`config.mk`:
```
export PLATFORM = sky130hd
export DESIGN_NAME = serial_attribute_video_generator
export DESIGN_NICKNAME = d
export VERILOG_FILES = /design/src/rtl/svg_pkg.sv /design/src/rtl/svg_front.sv /design/src/rtl/svg_queue.sv /design/src/rtl/svg_back.sv /design/src/rtl/serial_attribute_video_generator.sv
export SDC_FILE = /design/constraint.sdc
export NUM_CORES = 1
export LEC_CHECK = 0
export ABC_AREA = 1
export BUFFER_PORTS_ARGS = -buffer_cell sky130_fd_sc_hd__buf_2
export CAP_MARGIN = 5
export CORE_UTILIZATION = 45
export CTS_CLUSTER_SIZE = 24
export DETAILED_ROUTE_END_ITERATION = 10
export SLEW_MARGIN = 20
export SYNTH_ARGS = -nofsm -noshare
export SYNTH_HDL_FRONTEND = slang
export SYNTH_SLANG_ARGS = --single-unit
```
`constraint.sdc`:
```
create_clock -name clock -period 10.54 [get_ports clock]
set_clock_uncertainty 0.05 [all_clocks]
set_input_delay 1.054 -clock clock [delete_from_list [all_inputs] [get_ports clock]]
set_output_delay 1.054 -clock clock [all_outputs]
set_load 0.03 [all_outputs]
```
`src/rtl/svg_pkg.sv`:
```
// Shared types, constants and codes for the serial-attribute video generator.
package svg_pkg;

   // Screen geometry.
   localparam int CELLS_PER_LINE = 40;
   localparam int GRAPHIC_LINES  = 200;

   // Default depth of the queue between the front and the back.
   localparam int QUEUE_DEPTH_DEFAULT = 4;

   // Memory map of the screen and the character sets.
   localparam logic [15:0] HIRES_SCREEN_BASE  = 16'hA000;
   localparam logic [15:0] TEXT_SCREEN_BASE   = 16'hBB80;
   localparam logic [15:0] HIRES_CHARSET_BASE = 16'h9800;
   localparam logic [15:0] TEXT_CHARSET_BASE  = 16'hB400;
   localparam logic [15:0] FORCED_TEXT_BASE   = 16'hBF68;
   localparam logic [15:0] ALT_CHARSET_OFFSET = 16'(128 * 8);

   // Reset and line start values.
   localparam logic [5:0] FLASH_PERIOD_RESET = 6'd30;
   localparam logic [2:0] LINE_START_FORE    = 3'd7;

   // Transaction opcodes.
   typedef enum logic [1:0] {
      OP_FRAME_TICK   = 2'd0,
      OP_LINE_START   = 2'd1,
      OP_SCREEN_BYTE  = 2'd2,
      OP_PATTERN_BYTE = 2'd3
   } opcode_type;

   // Which register a serial attribute writes.
   typedef enum logic [1:0] {
      ATTR_FORE  = 2'd0,
      ATTR_TEXT  = 2'd1,
      ATTR_BACK  = 2'd2,
      ATTR_MODE  = 2'd3
   } attr_group_type;

   // Input transaction.
   typedef struct packed {
      opcode_type  opcode;
      logic [7:0]  line_number;
      logic [7:0]  data;
   } req_payload_type;

   // Result transaction.
   typedef struct packed {
      logic        pixels_valid;
      logic [5:0]  pixel_bits;
      logic [2:0]  fore_colour;
      logic [2:0]  back_colour;
      logic [5:0]  cell_index;
      logic        fetch_valid;
      logic        fetch_is_pattern;
      logic [15:0] fetch_address;
      logic        line_end;
   } rsp_payload_type;

   // Classified transaction held in the queue.
   typedef struct packed {
      opcode_type  opcode;
      logic [7:0]  line_number;
      logic [7:0]  data;
      logic        is_attribute;
      logic        invert;
   } entry_type;

endpackage

```
`src/rtl/svg_front.sv`:
```
// Front end: accepts input transactions and classifies them for the queue.
module svg_front
   import svg_pkg::*;
(
   input  logic            req_valid,
   output logic            req_ready,
   input  req_payload_type req_payload,
   input  logic            queue_full,
   output logic            push,
   output entry_type       push_entry
);

   // Accept whenever the queue has room.
   assign req_ready = !queue_full;
   assign push      = req_valid && req_ready;

   // A screen byte with bits 6 and 5 clear is a serial attribute; bit 7 inverts the cell.
   always_comb begin
      push_entry.opcode       = req_payload.opcode;
      push_entry.line_number  = req_payload.line_number;
      push_entry.data         = req_payload.data;
      push_entry.is_attribute = (req_payload.data[6:5] == 2'b00);
      push_entry.invert       = req_payload.data[7];
   end

endmodule

```
`src/rtl/svg_queue.sv`:
```
// Short first-in first-out queue between the front and the back.
module svg_queue
   import svg_pkg::*;
#(
   parameter int DEPTH = QUEUE_DEPTH_DEFAULT
) (
   input  logic      clock,
   input  logic      reset,
   input  logic      push,
   input  entry_type push_entry,
   output logic      full,
   input  logic      pop,
   output entry_type head,
   output logic      empty
);

   localparam int IDX_W = (DEPTH > 1) ? $clog2(DEPTH) : 1;
   localparam int CNT_W = $clog2(DEPTH + 1);

   entry_type              entries_ff [DEPTH];
   logic      [IDX_W-1:0]  wr_ptr_ff, wr_ptr_in;
   logic      [IDX_W-1:0]  rd_ptr_ff, rd_ptr_in;
   logic      [CNT_W-1:0]  count_ff, count_in;

   assign full  = (count_ff == CNT_W'(DEPTH));
   assign empty = (count_ff == '0);
   assign head  = entries_ff[rd_ptr_ff];

   // Pointer and fill count update.
   always_comb begin
      wr_ptr_in = wr_ptr_ff;
      rd_ptr_in = rd_ptr_ff;
      count_in  = count_ff;
      if (push) begin
         wr_ptr_in = (wr_ptr_ff == IDX_W'(DEPTH - 1)) ? '0 : wr_ptr_ff + 1'b1;
      end
      if (pop) begin
         rd_ptr_in = (rd_ptr_ff == IDX_W'(DEPTH - 1)) ? '0 : rd_ptr_ff + 1'b1;
      end
      if (push && !pop) begin
         count_in = count_ff + 1'b1;
      end else if (pop && !push) begin
         count_in = count_ff - 1'b1;
      end
   end

   always_ff @(posedge clock) begin
      if (reset) begin
         wr_ptr_ff <= '0;
         rd_ptr_ff <= '0;
         count_ff  <= '0;
      end else begin
         wr_ptr_ff <= wr_ptr_in;
         rd_ptr_ff <= rd_ptr_in;
         count_ff  <= count_in;
      end
   end

   // Entry storage needs no reset.
   always_ff @(posedge clock) begin
      if (push) begin
         entries_ff[wr_ptr_ff] <= push_entry;
      end
   end

endmodule

```
`src/rtl/svg_back.sv`:
```
// Back end: keeps the video state, executes queued transactions and registers the results.
module svg_back
   import svg_pkg::*;
(
   input  logic            clock,
   input  logic            reset,
   input  logic            csr_write_enable,
   input  logic [5:0]      csr_write_data,
   input  entry_type       head,
   input  logic            empty,
   output logic            pop,
   output logic            rsp_valid,
   input  logic            rsp_ready,
   output rsp_payload_type rsp_payload
);

   // Video state.
   logic [5:0]  flash_period_ff;
   logic [7:0]  current_line_ff,   current_line_in;
   logic [5:0]  current_cell_ff,   current_cell_in;
   logic [2:0]  fore_ff,           fore_in;
   logic [2:0]  back_ff,           back_in;
   logic [2:0]  text_attr_ff,      text_attr_in;
   logic [2:0]  video_mode_ff,     video_mode_in;
   logic [15:0] screen_base_ff,    screen_base_in;
   logic        hires_ff,          hires_in;
   logic [5:0]  flash_counter_ff,  flash_counter_in;
   logic        flash_phase_ff,    flash_phase_in;
   logic        pending_invert_ff, pending_invert_in;
   logic        awaiting_ff,       awaiting_in;

   // Result register.
   logic            rsp_valid_ff, rsp_valid_in;
   rsp_payload_type rsp_payload_ff;
   rsp_payload_type result;
   logic            produce;

   // Screen byte address of a cell on a line.
   function automatic logic [15:0] screen_address(input logic [7:0]  line,
                                                  input logic [5:0]  cell_pos,
                                                  input logic [15:0] base,
                                                  input logic        hires);
      logic [7:0]  row;
      logic [7:0]  below;
      logic [12:0] row_offset;
      below = line - 8'(GRAPHIC_LINES);
      if (line < 8'(GRAPHIC_LINES)) begin
         row = hires ? line : {3'b000, line[7:3]};
      end else begin
         row = {3'b000, below[7:3]};
      end
      row_offset = 13'(row) * 13'(CELLS_PER_LINE);
      return base + {10'b0, cell_pos} + {3'b000, row_offset};
   endfunction

   // A queued transaction is executed once the result register is free or being emptied.
   assign pop         = !empty && (!rsp_valid_ff || rsp_ready);
   assign rsp_valid   = rsp_valid_ff;
   assign rsp_payload = rsp_payload_ff;

   // Execution of the transaction at the head of the queue.
   always_comb begin
      logic        deliver;
      logic [5:0]  bits;
      logic        inv;
      logic [5:0]  counter_sum;
      logic [2:0]  fg;
      logic [2:0]  bg;
      logic [2:0]  chl;
      logic [15:0] charset;
      logic [5:0]  next_cell;

      current_line_in   = current_line_ff;
      current_cell_in   = current_cell_ff;
      fore_in           = fore_ff;
      back_in           = back_ff;
      text_attr_in      = text_attr_ff;
      video_mode_in     = video_mode_ff;
      screen_base_in    = screen_base_ff;
      hires_in          = hires_ff;
      flash_counter_in  = flash_counter_ff;
      flash_phase_in    = flash_phase_ff;
      pending_invert_in = pending_invert_ff;
      awaiting_in       = awaiting_ff;
      result            = '0;
      produce           = 1'b0;
      deliver           = 1'b0;
      bits              = '0;
      inv               = 1'b0;
      counter_sum       = flash_counter_ff + 1'b1;
      fg                = '0;
      bg                = '0;
      next_cell         = current_cell_ff + 1'b1;

      // Pattern row within the character, halved and offset for double height.
      chl = current_line_ff[2:0];
      if (text_attr_ff[1]) begin
         chl = {current_line_ff[3], current_line_ff[2:1]};
      end
      charset = video_mode_ff[2] ? HIRES_CHARSET_BASE : TEXT_CHARSET_BASE;
      if (text_attr_ff[0]) begin
         charset = charset + ALT_CHARSET_OFFSET;
      end

      unique case (head.opcode)
         OP_FRAME_TICK: begin
            if (counter_sum == flash_period_ff) begin
               flash_counter_in = '0;
               flash_phase_in   = !flash_phase_ff;
            end else begin
               flash_counter_in = counter_sum;
            end
         end
         OP_LINE_START: begin
            current_line_in   = head.line_number;
            current_cell_in   = '0;
            fore_in           = LINE_START_FORE;
            back_in           = '0;
            text_attr_in      = '0;
            pending_invert_in = 1'b0;
            awaiting_in       = 1'b0;
            if (head.line_number == '0) begin
               screen_base_in = video_mode_ff[2] ? HIRES_SCREEN_BASE : TEXT_SCREEN_BASE;
               hires_in       = video_mode_ff[2];
            end
            if (head.line_number >= 8'(GRAPHIC_LINES)) begin
               screen_base_in = FORCED_TEXT_BASE;
               hires_in       = 1'b0;
            end
            produce              = 1'b1;
            result.fetch_valid   = 1'b1;
            result.fetch_address = screen_address(head.line_number, '0,
                                                  screen_base_in, hires_in);
         end
         OP_SCREEN_BYTE: begin
            if (current_cell_ff < 6'(CELLS_PER_LINE)) begin
               produce     = 1'b1;
               awaiting_in = 1'b0;
               if (head.is_attribute) begin
                  // Serial attribute: update one register, show background only.
                  unique case (attr_group_type'(head.data[4:3]))
                     ATTR_FORE: fore_in       = head.data[2:0];
                     ATTR_TEXT: text_attr_in  = head.data[2:0];
                     ATTR_BACK: back_in       = head.data[2:0];
                     ATTR_MODE: video_mode_in = head.data[2:0];
                     default:   fore_in       = fore_ff;
                  endcase
                  if (current_line_ff < 8'(GRAPHIC_LINES)) begin
                     screen_base_in = video_mode_in[2] ? HIRES_SCREEN_BASE
                                                       : TEXT_SCREEN_BASE;
                     hires_in       = video_mode_in[2];
                  end
                  deliver = 1'b1;
                  inv     = head.invert;
               end else if (hires_ff) begin
                  deliver = 1'b1;
                  bits    = head.data[5:0];
                  inv     = head.invert;
               end else begin
                  // Text character: ask for its pattern byte.
                  pending_invert_in       = head.invert;
                  awaiting_in             = 1'b1;
                  result.fetch_valid      = 1'b1;
                  result.fetch_is_pattern = 1'b1;
                  result.fetch_address    = charset + {6'b0, head.data[6:0], 3'b000}
                                            + {13'b0, chl};
               end
            end
         end
         OP_PATTERN_BYTE: begin
            if ((current_cell_ff < 6'(CELLS_PER_LINE)) && awaiting_ff) begin
               produce     = 1'b1;
               awaiting_in = 1'b0;
               deliver     = 1'b1;
               bits        = head.data[5:0];
               inv         = pending_invert_ff;
            end
         end
         default: begin
            produce = 1'b0;
         end
      endcase

      // Cell delivery: colours after flash and inversion, then advance the cell.
      if (deliver) begin
         fg = fore_in;
         bg = back_in;
         if (text_attr_in[2] && flash_phase_ff) begin
            fg = bg;
         end
         if (inv) begin
            fg = ~fg;
            bg = ~bg;
         end
         result.pixels_valid = 1'b1;
         result.pixel_bits   = bits;
         result.fore_colour  = fg;
         result.back_colour  = bg;
         result.cell_index   = current_cell_ff;
         current_cell_in     = next_cell;
         if (next_cell >= 6'(CELLS_PER_LINE)) begin
            current_cell_in = 6'(CELLS_PER_LINE);
            result.line_end = 1'b1;
         end else begin
            result.fetch_valid   = 1'b1;
            result.fetch_address = screen_address(current_line_ff, next_cell,
                                                  screen_base_in, hires_in);
         end
      end
   end

   // Result register valid flag.
   always_comb begin
      rsp_valid_in = rsp_valid_ff;
      if (pop && produce) begin
         rsp_valid_in = 1'b1;
      end else if (rsp_ready) begin
         rsp_valid_in = 1'b0;
      end
   end

   // Control and state registers.
   always_ff @(posedge clock) begin
      if (reset) begin
         flash_period_ff   <= FLASH_PERIOD_RESET;
         current_line_ff   <= '0;
         current_cell_ff   <= '0;
         fore_ff           <= '0;
         back_ff           <= '0;
         text_attr_ff      <= '0;
         video_mode_ff     <= '0;
         screen_base_ff    <= TEXT_SCREEN_BASE;
         hires_ff          <= 1'b0;
         flash_counter_ff  <= '0;
         flash_phase_ff    <= 1'b0;
         pending_invert_ff <= 1'b0;
         awaiting_ff       <= 1'b0;
         rsp_valid_ff      <= 1'b0;
      end else begin
         if (csr_write_enable) begin
            flash_period_ff <= csr_write_data;
         end
         if (pop) begin
            current_line_ff   <= current_line_in;
            current_cell_ff   <= current_cell_in;
            fore_ff           <= fore_in;
            back_ff           <= back_in;
            text_attr_ff      <= text_attr_in;
            video_mode_ff     <= video_mode_in;
            screen_base_ff    <= screen_base_in;
            hires_ff          <= hires_in;
            flash_counter_ff  <= flash_counter_in;
            flash_phase_ff    <= flash_phase_in;
            pending_invert_ff <= pending_invert_in;
            awaiting_ff       <= awaiting_in;
         end
         rsp_valid_ff <= rsp_valid_in;
      end
   end

   // Result payload needs no reset.
   always_ff @(posedge clock) begin
      if (pop && produce) begin
         rsp_payload_ff <= result;
      end
   end

endmodule

```
`src/rtl/serial_attribute_video_generator.sv`:
```
// Serial-attribute video generator for a 40-cell by 224-line screen. Frame ticks, line
// starts, screen bytes and pattern bytes enter as transactions on the req_ channel; the
// block answers with at most one result transaction each, carrying a six-pixel cell with
// its colours and/or the address of the next memory fetch. One transaction is accepted
// every clock cycle while the queue has room; the back end sets the sustained rate and
// executes one queued transaction per cycle while the output register is free or being
// emptied, against its state registers, and places the result in an output register,
// so a transaction is queued and then its result registered. The flash period is
// written through csr_ by the user only while idle; the block does not enforce this.
module serial_attribute_video_generator
   import svg_pkg::*;
#(
   parameter int QUEUE_DEPTH = QUEUE_DEPTH_DEFAULT
) (
   input  logic            clock,
   input  logic            reset,
   input  logic            req_valid,
   output logic            req_ready,
   input  req_payload_type req_payload,
   output logic            rsp_valid,
   input  logic            rsp_ready,
   output rsp_payload_type rsp_payload,
   input  logic            csr_write_enable,
   input  logic [5:0]      csr_write_data
);

   logic      push;
   entry_type push_entry;
   logic      queue_full;
   logic      pop;
   entry_type head;
   logic      queue_empty;

   // Acceptance and classification.
   svg_front u_front (
      .req_valid  (req_valid),
      .req_ready  (req_ready),
      .req_payload(req_payload),
      .queue_full (queue_full),
      .push       (push),
      .push_entry (push_entry)
   );

   // Decoupling queue.
   svg_queue #(
      .DEPTH(QUEUE_DEPTH)
   ) u_queue (
      .clock     (clock),
      .reset     (reset),
      .push      (push),
      .push_entry(push_entry),
      .full      (queue_full),
      .pop       (pop),
      .head      (head),
      .empty     (queue_empty)
   );

   // Execution and result register.
   svg_back u_back (
      .clock           (clock),
      .reset           (reset),
      .csr_write_enable(csr_write_enable),
      .csr_write_data  (csr_write_data),
      .head            (head),
      .empty           (queue_empty),
      .pop             (pop),
      .rsp_valid       (rsp_valid),
      .rsp_ready       (rsp_ready),
      .rsp_payload     (rsp_payload)
   );

endmodule

```
==> results of run 1 <==
-- metal layers --
metal  GRT usage [%]  wire (um)  part of all wire, %
met1            31.2      12500                   47
met2            37.1      12100                   46
met3            3.76       1090                  4.1
met4            9.05        677                  2.6
met5               0          0                    0
-- cell usage after synthesis, types with 3 or more instances --
cell type and n:
o22ai_1 7, nor2_4 4, o221ai_1 12, nor2_2 3
o21a_1 3, ha_1 70, o21ai_0 84, a211oi_1 6
a21o_1 3, clkbuf_1 15, nor3_4 3, buf_4 4
buf_6 3, or2_2 7, nand3_1 71, a21oi_1 115
edfxtp_1 114, dfxtp_1 66, a31oi_1 4, nand2_4 3
a22oi_1 5, nand2_2 18, inv_2 13, nand3_2 5
xor2_1 18, a32oi_1 4, a22o_1 3, xnor2_1 12
o21ai_1 9, o21ai_2 3, o211ai_1 5, nor2_1 89
nand2_1 257, a32o_1 3, fa_1 8, buf_2 8
inv_1 137
-- cell type report --
type | instances | area, um^2 | share of cell area, %
clock inverters | 15 | 160 | 1.36
multi-input cells | 857 | 5040 | 42.9
clock buffers | 17 | 425 | 3.62
well taps | 313 | 392 | 3.33
inverters | 152 | 581 | 4.94
repair buffers | 76 | 400 | 3.41
flip-flops and latches | 180 | 4740 | 40.4
-- critical path: cells and delay by family (launching register included) --
kind            cells  cell delay [ps]
buf+inv             4             1170
simple gates       13             1270
compound gates      6             1280
fa+ha+maj           6             2040
flops               1              660
xor+xnor            1              190
-- flip-flops by register name (all words and copies together), names as in the netlist, 2 cells and up, named ones only --
register and count:
u_back.back_ff 3, u_back.current_cell_ff 6, u_back.current_line_ff 8, u_back.flash_counter_ff 6, u_back.flash_period_ff 6, u_back.fore_ff 3
u_back.rsp_payload 38, u_back.screen_base_ff 16, u_back.text_attr_ff 3, u_queue.count_ff 3, u_queue.entries_ff 76, u_queue.rd_ptr_ff 2
u_queue.wr_ptr_ff 2
-- through the flow --
stage | instance area, um^2 | instances | util [%] | setup WS, ps | hold slack (ps)
floorplan | 10600 | 1222 | - | 4980 | 380
CTS | 11700 | 1610 | 51.4 | 3670 | 409
detailed placement | 11200 | 1578 | 48.8 | 3700 | 399
finish | 11700 | 1610 | 51.4 | 3620 | 410
global route | 11700 | 1610 | 51.4 | 2760 | 445
global placement | 11200 | 1578 | 48.8 | 3860 | 393
-- cells by family (layout without fill, tap and decap cells) --
family / after synthesis / count (layout) / synth area share (%)
buffers and inverters: 185 / 260 / 7.34
xor gates and xnor gates: 30 / 30 / 2.49
muxes: 2 / 2 / 0.190
AOI/OAI and AO/OA: 275 / 275 / 15.0
adders and majority gates: 78 / 78 / 9.82
DFF: 180 / 180 / 45.0
and+or+nand+nor: 472 / 472 / 20.2
-- worst paths after layout --
| kind | startpoint | endpoint | slack [ps] |
|---|---|---|---|
| hold / removal | u_back.awaiting_ff | u_back.awaiting_ff | 410 |
| hold reg to reg | u_back.awaiting_ff | u_back.awaiting_ff | 410 |
| setup reg to reg | register | u_back.rsp_payload[16] | 3620 |
| setup / recovery | register | u_back.rsp_payload[16] | 3620 |
==> results.sh, run 1 <==
export IMPL_status="complete, no violations"
export IMPL_syn_inst=1222
export IMPL_yosys_warnings=0
export IMPL_ctsResizeCount=0
export IMPL_yosys_area_top_type="edfxtp_1"
export IMPL_finalSetupTns_ps=0
export IMPL_path_class="reg -> reg"
export IMPL_setup_viol=0
export IMPL_crit_slowest_cell="dfxtp_1"
export IMPL_rsz0062_at_grt="no"
export IMPL_fillers=2204
export IMPL_hold_depth=2
export IMPL_hold_viol=0
export IMPL_first_global_vias=7989
export IMPL_cp_end_kind="register"
export IMPL_synth_seq_cells=180
export IMPL_clk_pin_slew_ps=70
export IMPL_final_common_cell="nand2_1"
export IMPL_crit_path_frequent_cell="nand2_1"
export IMPL_gr_total_overflow=0
export IMPL_io_buffers=68
export IMPL_cp_slowest_stage_delay_ps=660
export IMPL_syn_avg_cell_area_um2=8.63
export IMPL_synth_area_leaders="edfxtp_1 32%, dfxtp_1 13%, nand2_1 9.1%, ha_1 8.3%, a21oi_1 5.5%"
export IMPL_grt_pass1_wl_mm=42.6
export IMPL_dp_final_hpwl_mm=19.2
export IMPL_synth_edf_count=114
export IMPL_drcViolationCount=0
export IMPL_num_rows=55
export IMPL_synth_seq_area_share_pct=45.0
export IMPL_postRouteAntennaNets=0
export IMPL_cts_sinks=180
export IMPL_startpoint_type="register"
export IMPL_relSlewSlack_pct=34.8
export IMPL_drt_iter0_markers=495
export IMPL_min_path_type="reg -> reg"
export IMPL_antenna_found_initial=0
export IMPL_coreArea_mm2=0.0228
export IMPL_vias_per_cell=5.24
export IMPL_final_min_clock_period_ps=6920
export IMPL_antenna_cells=0
export IMPL_die_w_um=155
export IMPL_cp_arrival_ps=7060
export IMPL_maxCapViolCount=0
export IMPL_die_area_mm2=0.0241
export IMPL_synth_fp_nets=1329
export IMPL_slew_viol_final=0
export IMPL_synthToLayoutAreaGrowth_pct=11.3
export IMPL_cts_buffers=17
export IMPL_ff2ff_path_depth=30
export IMPL_synth_async_reset_ratio_pct=0
export IMPL_cts_tree="built"
export IMPL_worstPathRequired_ps=10680
export IMPL_cts_buffer_depth=2
export IMPL_yosysTopAreaCellShare_pct=32.4
export IMPL_netlist_area_mm2=0.0106
export IMPL_final_cell_mix="257 x nand2_1, 136 x inv_1, 115 x a21oi_1"
export IMPL_fmax_ghz=0.144
export IMPL_critical_path_max_fanout=28
export IMPL_cts_hold_buf=0
export IMPL_place_gp_congestion=0.894
export IMPL_nets=1391
export IMPL_routed_wl_mm=26.3
export IMPL_synth_ff_type="edfxtp_1"
export IMPL_io_pins=69
export IMPL_cts_setup_buffers=0
export IMPL_die_h_um=155
export IMPL_initial_core_util_pct=46.2
export IMPL_period_share_pct=65.7
export IMPL_tightest_slew_ps=977
export IMPL_synth_cell_types=59
export IMPL_htreeDepth=4
export IMPL_grt_max_degree=45
export IMPL_wl_per_cell_um=16.3
export IMPL_clock_root_buffer="clkbuf_16"
export IMPL_grt_usage_pct=23.1
export IMPL_vias=8432
export IMPL_layout_drive_gt1_share_pct=13.9
export IMPL_clock_latency_ps=440
export IMPL_dr_pass1_iters=7
Power of run 1 is not shown: default switching activity piles up to over one toggle a cycle in this logic, so the estimate is an artifact.
==> run 2: changes to the inputs <==
clock period = 6.45 ns   (was 10.54 ns; I/O delays follow)
==> run 2 against run 1 <==
Net effect:
- register-to-register slack worse by 3000 ps
- fmax up 19%
- critical path type unchanged
- flip-flop and latch count unchanged
==> results.sh, run 2 (synthesis results as in run 1) <==
export IMPL_num_rows=55
export IMPL_min_path_type="in -> reg"
export IMPL_cp_end_kind="register"
export IMPL_postPlaceCellArea_mm2=0.0112
export IMPL_cp_arrival_ps=5960
export IMPL_largest_register_ffs=76
export IMPL_period_share_pct=90.3
export IMPL_largest_register="u_queue.entries_ff"
export IMPL_clock_root_buffer="clkbuf_16"
export IMPL_setup_viol=0
export IMPL_dr_pass1_iters=5
export IMPL_postRouteAntennaNets=0
export IMPL_place_gp_congestion=0.943
export IMPL_cts_sinks=180
export IMPL_fillers=2204
export IMPL_dp_final_hpwl_mm=19.3
export IMPL_hold_viol=0
export IMPL_cts_tree="built"
export IMPL_io_buffers=68
export IMPL_path_class="reg -> reg"
export IMPL_fmax_ghz=0.172
export IMPL_dpl_cell_count=1589
export IMPL_synthToLayoutAreaGrowth_pct=12.1
export IMPL_io_pins=69
export IMPL_die_area_mm2=0.0241
export IMPL_die_h_um=155
export IMPL_critical_path_max_fanout=37
export IMPL_routed_wl_mm=26.1
export IMPL_nets=1402
export IMPL_crit_slowest_cell="dfxtp_1"
export IMPL_vias=8461
export IMPL_first_global_vias=7937
export IMPL_fin_cells=1621
export IMPL_finalSetupTns_ps=0
export IMPL_drt_iter0_markers=543
export IMPL_layout_drive_gt1_share_pct=14.5
export IMPL_relSlewSlack_pct=30.9
export IMPL_initial_core_util_pct=46.2
export IMPL_worstPathRequired_ps=6580
export IMPL_maxCapViolCount=0
export IMPL_startpoint_type="register"
export IMPL_final_core_util_pct=51.8
export IMPL_cts_buffer_depth=2
export IMPL_grt_pass1_wl_mm=42.2
export IMPL_tightest_slew_ps=1040
export IMPL_status="complete, no violations"
export IMPL_final_common_cell="nand2_1"
export IMPL_rsz0062_at_grt="no"
export IMPL_final_min_clock_period_ps=5830
export IMPL_gr_total_overflow=0
export IMPL_antenna_found_initial=1
export IMPL_cts_buffers=17
export IMPL_coreArea_mm2=0.0228
export IMPL_cts_setup_buffers=0
export IMPL_slew_viol_final=0
export IMPL_vias_per_cell=5.22
export IMPL_antenna_cells=0
export IMPL_clock_latency_ps=440
export IMPL_grt_max_degree=38
export IMPL_stdcell_area_mm2=0.0118
export IMPL_htreeDepth=4
export IMPL_cp_slowest_stage_delay_ps=410
export IMPL_die_w_um=155
export IMPL_crit_path_frequent_cell="nand2_1"
export IMPL_wl_per_cell_um=16.1
export IMPL_clk_pin_slew_ps=70
export IMPL_drcViolationCount=0
export IMPL_grt_usage_pct=22.9
export IMPL_final_cell_mix="256 x nand2_1, 136 x inv_1, 115 x a21oi_1"
## run 2: changes by cell type in the layout (fill, tap and decap cells not counted), moves of 2 or more
cell,delta
buf_4,+11
clkbuf_1,+2
clkbuf_16,+2
clkinvlp_4,-2
inv_4,+2
inv_6,-2
inv_8,-2
## run 2: path summary, 6_finish.rpt
check,start,endpoint,slack [ps],cells past startpoint
min,req_payload[8],u_queue.entries_ff[1][10],370,1
min reg2reg,u_back.awaiting_ff,u_back.awaiting_ff,410,2
max,register,u_back.rsp_payload[15],620,31
max reg2reg,register,u_back.rsp_payload[15],620,31
## run 2: repair_timing
action	4_1_cts	5_1_grt
gates resized for setup	0	3
hold buffers	0	0
setup endpoints to repair	0	2
## run 2: layer usage
metal / GRT usage, % / routed length, um / vias up
met5: 0 / 10 / -
met4: 6.22 / 391 / 2
met3: 3.45 / 1270 / 30
met2: 37.1 / 12000 / 228
met1: 31.8 / 12500 / 3900
li1: - / - / 4301
## run 2: per-stage QoR
| step | setup WS [ps] | hold WS [ps] |
|---|---|---|
| 2_1_floorplan | 890 | 380 |
| 3_3_place_gp | 663 | 394 |
| 3_5_place_dp | 476 | 402 |
| 4_1_cts | 452 | 359 |
| 5_1_grt | 63.8 | 359 |
| 6_report | 623 | 370 |
## run 2: area by class of cell
class / instances / area [um^2] / area share, %
Clock buffer: 22 / 497 / 4.20
Clock inverter: 10 / 80.1 / 0.677
Inverter: 152 / 581 / 4.91
Multi-Input combinational cell: 857 / 5050 / 42.7
Sequential cell: 180 / 4740 / 40.1
Tap cell: 313 / 392 / 3.31
Timing Repair Buffer: 87 / 483 / 4.08
## run 2: worst max-delay path: cells and delay by family (launching register included)
kind	cells	cell delay [ps]
fa+ha+maj	6	1880
simple gates	14	1360
compound gates	5	890
buf+inv	4	680
flops	1	410
xor+xnor	2	290
Power of run 2 is left out for the same reason.
